### config.mk
export PLATFORM = sky130hd
export DESIGN_NAME = nbt_ctrl
export DESIGN_NICKNAME = d
export VERILOG_FILES = /design/src/rtl/nbt_pkg.sv /design/src/rtl/nbt_ctrl.sv
export SDC_FILE = /design/constraint.sdc
export NUM_CORES = 1
export LEC_CHECK = 0
export ABC_CLOCK_PERIOD_IN_PS = 1310
export BUFFER_PORTS_ARGS = -buffer_cell sky130_fd_sc_hd__buf_2
export CORE_AREA = 8 8 45 47
export DETAILED_ROUTE_END_ITERATION = 8
export DIE_AREA = 0 0 53 55
export HOLD_SLACK_MARGIN = 0.12
export PLACE_DENSITY = 0.7
export SYNTH_ARGS = -nofsm -noshare
export SYNTH_HDL_FRONTEND = slang
export SYNTH_SLANG_ARGS = --single-unit
### constraint.sdc
create_clock -name clk_i -period 1.31 [get_ports clk_i]
set_clock_uncertainty 0.1 [all_clocks]
set_input_delay 0.262 -clock clk_i [delete_from_list [all_inputs] [get_ports clk_i]]
set_output_delay 0.262 -clock clk_i [all_outputs]
set_load 0.01 [all_outputs]
### src/rtl/nbt_pkg.sv
// ----------------------------------------------------------------------------
// nbt_pkg
// Shared sizes, codes and control/status types of the neighbor table.
// ----------------------------------------------------------------------------
package nbt_pkg;

  localparam int TABLE_DEPTH = 32;
  localparam int DESC_BITS   = 64;

  localparam int IDX_W     = (TABLE_DEPTH > 1) ? $clog2(TABLE_DEPTH) : 1;
  localparam int CNT_W     = $clog2(TABLE_DEPTH + 1);
  localparam int ADDR_W    = 32;
  localparam int PORT_W    = 16;
  localparam int RES_W     = 64;
  localparam int TIME_W    = 32;
  localparam int AGE_W     = 16;
  localparam int CMD_W     = 2;
  localparam int STATUS_W  = 3;
  localparam int REMOVED_W = 6;

  localparam logic [AGE_W-1:0] EXPIRY_RST = AGE_W'(15);

  typedef enum logic [CMD_W-1:0] {
    CMD_ANNOUNCE = 2'd0,
    CMD_SWEEP    = 2'd1,
    CMD_LIST     = 2'd2
  } item_cmd_e;

  typedef enum logic [STATUS_W-1:0] {
    ST_UPDATED  = 3'd0,
    ST_INSERTED = 3'd1,
    ST_DROPPED  = 3'd2,
    ST_SWEPT    = 3'd3,
    ST_ENTRY    = 3'd4,
    ST_EMPTY    = 3'd5
  } status_e;

  typedef enum logic [2:0] {
    S_IDLE,
    S_MATCH,
    S_ANN,
    S_SWEEP,
    S_REPORT,
    S_LIST
  } state_e;

  typedef struct packed {
    logic [ADDR_W-1:0]    addr;
    logic [PORT_W-1:0]    port;
    logic [DESC_BITS-1:0] desc;
    logic [TIME_W-1:0]    seen;
  } entry_t;

  // controller -> datapath
  typedef struct packed {
    logic    in_ready;
    logic    capture;
    logic    match;
    logic    ann_update;
    logic    ann_insert;
    logic    scan_clear;
    logic    sweep_step;
    logic    sweep_end;
    logic    list_step;
    logic    out_load;
    status_e out_status;
    logic    out_last;
  } ctrl_cmd_t;

  // datapath -> controller
  typedef struct packed {
    logic             in_valid;
    logic [CMD_W-1:0] in_cmd;
    logic [CMD_W-1:0] item_cmd;
    logic             hit;
    logic             full;
    logic             scan_end;
    logic             count_zero;
    logic             list_last;
    logic             out_free;
  } dp_sts_t;

endpackage

### src/rtl/nbt_ctrl.sv
// ----------------------------------------------------------------------------
// nbt_ctrl
// Sequencer for announce, sweep/compaction and list walks.
// ----------------------------------------------------------------------------
module nbt_ctrl (
  input  logic                clk_i,
  input  logic                rst_ni,
  input  nbt_pkg::dp_sts_t    sts_i,
  output nbt_pkg::ctrl_cmd_t  cmd_o
);
  import nbt_pkg::*;

  state_e state_q;
  state_e state_d;
  logic   is_list;

  assign is_list = sts_i.item_cmd == CMD_LIST;

  always_ff @(posedge clk_i or negedge rst_ni) begin
    if (!rst_ni) begin
      state_q <= S_IDLE;
    end else begin
      state_q <= state_d;
    end
  end

  always_comb begin
    state_d = state_q;
    case (state_q)
      S_IDLE: begin
        if (sts_i.in_valid) begin
          case (sts_i.in_cmd)
            CMD_ANNOUNCE:     state_d = S_MATCH;
            CMD_SWEEP,
            CMD_LIST:         state_d = S_SWEEP;
            default:          state_d = S_IDLE;
          endcase
        end
      end
      S_MATCH: state_d = S_ANN;
      S_ANN: begin
        if (sts_i.out_free) begin
          state_d = S_IDLE;
        end
      end
      S_SWEEP: begin
        if (sts_i.scan_end) begin
          state_d = S_REPORT;
        end
      end
      S_REPORT: begin
        if (is_list && !sts_i.count_zero) begin
          state_d = S_LIST;
        end else if (sts_i.out_free) begin
          state_d = S_IDLE;
        end
      end
      S_LIST: begin
        if (sts_i.out_free && sts_i.list_last) begin
          state_d = S_IDLE;
        end
      end
      default: state_d = S_IDLE;
    endcase
  end

  always_comb begin
    cmd_o = '0;
    cmd_o.out_status = ST_UPDATED;
    case (state_q)
      S_IDLE: begin
        cmd_o.in_ready   = 1'b1;
        cmd_o.capture    = sts_i.in_valid;
        cmd_o.scan_clear = sts_i.in_valid;
      end
      S_MATCH: begin
        cmd_o.match = 1'b1;
      end
      S_ANN: begin
        if (sts_i.out_free) begin
          cmd_o.out_load = 1'b1;
          cmd_o.out_last = 1'b1;
          if (sts_i.hit) begin
            cmd_o.ann_update = 1'b1;
            cmd_o.out_status = ST_UPDATED;
          end else if (sts_i.full) begin
            cmd_o.out_status = ST_DROPPED;
          end else begin
            cmd_o.ann_insert = 1'b1;
            cmd_o.out_status = ST_INSERTED;
          end
        end
      end
      S_SWEEP: begin
        if (sts_i.scan_end) begin
          cmd_o.sweep_end = 1'b1;
        end else begin
          cmd_o.sweep_step = 1'b1;
        end
      end
      S_REPORT: begin
        if (is_list && !sts_i.count_zero) begin
          cmd_o.scan_clear = 1'b1;
        end else if (sts_i.out_free) begin
          cmd_o.out_load   = 1'b1;
          cmd_o.out_last   = 1'b1;
          cmd_o.out_status = is_list ? ST_EMPTY : ST_SWEPT;
        end
      end
      S_LIST: begin
        if (sts_i.out_free) begin
          cmd_o.out_load   = 1'b1;
          cmd_o.list_step  = 1'b1;
          cmd_o.out_status = ST_ENTRY;
          cmd_o.out_last   = sts_i.list_last;
        end
      end
      default: begin
        cmd_o.in_ready = 1'b0;
      end
    endcase
  end

endmodule

== After elaboration in Yosys (flattened, before gate mapping) ==
Index checks and enable logic that the tools add are counted.

* Flip-flop bits (word level): 3
* Input port bits: 13
* Output and inout port bits: 14
* Logic and storage cells: 48

* Muxes and demuxes: 29
* Reduce and logical (&&, ||, !) cells: 7
* Eq/ne operators: 11

{| class="wikitable"
|+ Operators by type and width
! operator !! number
|-
| $mux 3 || 7
|-
| $pmux 3 s6 || 1
|-
| $mux 5 || 3
|-
| $pmux 5 s3 || 1
|-
| $mux 1 || 10
|-
| $mux 2 || 4
|-
| $eq 3x2->1 const B || 2
|-
| $eq 3x3->1 const B || 2
|-
| $mux 6 || 1
|-
| $ne 2x2->1 const B || 3
|-
| $eq 2x2->1 const B || 2
|-
| $pmux 2 s2 || 1
|-
| $eq 3x1->1 const B || 1
|-
| $logic_not 3->1 || 1
|-
| $reduce_and 3->1 || 1
|-
| $eq 2x1->1 const B || 1
|-
| $logic_and 1x1->1 || 2
|-
| $logic_not 2->1 || 1
|-
| $pmux 1 s2 || 1
|-
| $reduce_or 2->1 || 1
|-
| $logic_not 1->1 || 1
|}

== Depth between registers and ports, before layout ==
* Depth after elaboration: 5
* Depth in mapped cells: 5
* Mapped depth without buffers: 4

== Worst setup path before layout ==
Ideal clock, no wire load.

* Path type: register to output
* From: register state_q[2]
* To: output cmd_o[8] (netlist bit)
* Required time: 0.948 ns
* Cell stages (with the launch flop): 5
* Path buffers: 1
* Slack: -0.200 ns
* Data arrival time: 1.148 ns
* Cells stage by stage: dfrtp_1 > buf_4 > nor3_2 > and2_1 > nand2b_1

{| class="wikitable"
|+ RTL lines
! item !! line !! text
|-
| start: declaration || nbt_ctrl.sv:13 || <nowiki>state_e state_q;</nowiki>
|-
| start signal: assignment || nbt_ctrl.sv:23 || <nowiki>state_q <= state_d;</nowiki>
|-
| end: declaration || nbt_ctrl.sv:9 || <nowiki>output nbt_pkg::ctrl_cmd_t cmd_o</nowiki>
|}

==> metrics <==
Max Clock Freq=0.536 GHz; Max Cap Violations=0; GRT Total Usage=12.8%; leakage=0.481 nW; fillers=106; crit start category=flip-flop; Top FF cell, synth=dfrtp_1; die height=55 um; RSZ-0062 raised after global routing=yes; insertion delay to the later sink of the worst-skew pair=0.24 ns; Synth Instances=55; Syn Area/Cell=8.35 um2; Synth top cells by count=nand2_1, nand2b_1, nor2_1, nor2b_1; Final Setup Violations=17; drt drc=0; largest net degree at the start of global routing=10; total power=0.00206 W; # H-tree levels=1; Least-Margin Pin Slew=0.331 ns; Synth-to-Final Area Change=110%; number of synthesized flops with an enable pin=0; diode count=0; number of synthesized register bits=3; number of nets in the layout=124; via count=664; Port Buf Inserts=26; Final Cycle Share=142%; core area=1380 um2; Reg clk slew, reported paths=0.04 ns; biggest regs=state_q (3); fin crit period=1.87 ns; DP Wirelength=1.34 mm; drt wl/cell=16.6 um; clock buffer count from CTS=3; max-slew violations=0; Hold WS=0.253 ns; Synth top area share=16.3%; status=finished, violations left; Post-Route WL=2.07 mm; first-pass GRT wire length=2.71 mm; ANT nets after route=0; failing checks=negative setup slack; Synth Cell Area=459 um2; max reg flops=3; CTS tree=done; CP Data Required Time=0.95 ns; Synth area leader=dfrtp_1; DR pass1 iterations=5; Hold/Removal Path Class=input port to async pin; full die area=2920 um2; CP Capture Type=output port; Starting DRT DRC Count=16; gr ovfl total=0; non-filler instance count after layout=125; CTS root buffer=clkbuf_4; Place WS=-0.305 ns; async set or reset register ratio after synthesis=100%; post-synthesis sequential area ratio=16.3%; Largest Register=state_q; Cell variety after synth=31; Crit Path Class=flip-flop to output port; final hold vios=0; initial antenna violation count=0; Mapped Nets=69; Cells after DPL=105; share of cells above drive strength 1=73.4%; Die Wd=53 um; vias in the first global route=589; GPL Wtd Cong=0.880; slew margin rel.=77.8%; YS warnings=0; Max VDD drop=0.931 mV; Critical Path Fanout Max=5; ranking of synthesized cells by area=dfrtp_1, nand2b_1, nor2b_1; Critical Path AT=1.50 ns; clock sinks=3; DR vias/cell=5.31; Setup WS post-layout=-0.555 ns; Max clock buf depth=2; pwr/cell area=2140 nW/um2; Ports=27; Initial Util=33.2%; FP Rows=14
## cells by family after synthesis
logic type,after synthesis,share of synthesized area [%]
AOI/OAI and AO/OA,14,24.5
adders and majority gates,1,2.72
buffers and inverters,7,8.72
DFF,3,16.3
and+or+nand+nor,30,47.7
## repair_timing
action | in CTS | in global routing
gates resized for setup | 12 | 16
setup buffers | 5 | 10
pin swaps | 3 | 3
endpoints found under the hold margin | 3 | 0
hold buffers | 1 | 0
endpoints found under the setup margin | 17 | 17
## layout make-up
type | instances | area (um2) | area share (%)
Multi-Input combinational cell | 45 | 438 | 45.5
Timing Repair Buffer | 54 | 388 | 40.3
Sequential cell | 3 | 78.8 | 8.19
Clock buffer | 4 | 26.3 | 2.73
Tap cell | 16 | 20.0 | 2.08
Inverter | 3 | 11.3 | 1.17
## metrics by stage
| stage | setup TNS, ns | area (um2) | util [%] |
|---|---|---|---|
| after floorplan | -0.839 | 493 | - |
| after global placement | -2.40 | 694 | 50.2 |
| after detailed placement | -2.85 | 694 | 50.2 |
| after CTS | -6.05 | 817 | 59.0 |
| after global routing | -7.62 | 962 | 69.5 |
| final | -6.87 | 962 | 69.5 |
## cells in the final DEF, fill, tap and decap left out, types with 2 or more instances in the layout
cell and count:
o21ai_0 2, o32ai_2 2, dfrtp_2 3, o21a_1 2, buf_4 20, nor2_1 2
a21oi_1 2, nand2b_1 3, clkbuf_4 3, buf_6 10, inv_1 3, nor2_2 2
buf_2 23, nor2b_1 3, nand2_1 3, nor2b_4 2
## final timing paths
kind	start	to	slack [ns]	depth (start not counted)
setup / recovery	state_q[0]$_DFFE_PN0P_	cmd_o[1]	-0.56	4
hold / removal	rst_ni	state_q[1]$_DFFE_PN0P_	0.25	2
setup reg to reg	state_q[0]$_DFFE_PN0P_	state_q[0]$_DFFE_PN0P_	-0.27	6
hold reg to reg	state_q[2]$_DFFE_PN0P_	state_q[1]$_DFFE_PN0P_	0.75	4
max in group asynchronous	rst_ni	state_q[0]$_DFFE_PN0P_	0.73	2
min in group clk_i	sts_i[10]	state_q[1]$_DFFE_PN0P_	0.32	4
## report_power, final
part	total (W)	switching, W	internal (W)	leakage (nW)
Clock	0.000170	0.0000558	0.000115	0.0150
Combinational	0.00165	0.000702	0.000952	0.431
Sequential	0.000237	0.0000900	0.000147	0.0344
## worst max-delay path, stage by stage (launching register included)
cell,delay [ns]
dfrtp_2,0.46
nor4bb_4,0.30
nand2b_1,0.18
o32ai_2,0.14
buf_2,0.18
## layer usage
metal / part of all wire, % / GRT usage, % / up-vias
li1: - / - / 304
met3: 6.1 / 2.14 / 10
met4: 2.9 / 10.8 / 0
met1: 38 / 14.2 / 314
met2: 53 / 21.1 / 36
met5: 0 / 0 / -
Note: power is estimated with default switching activity, not from simulation.
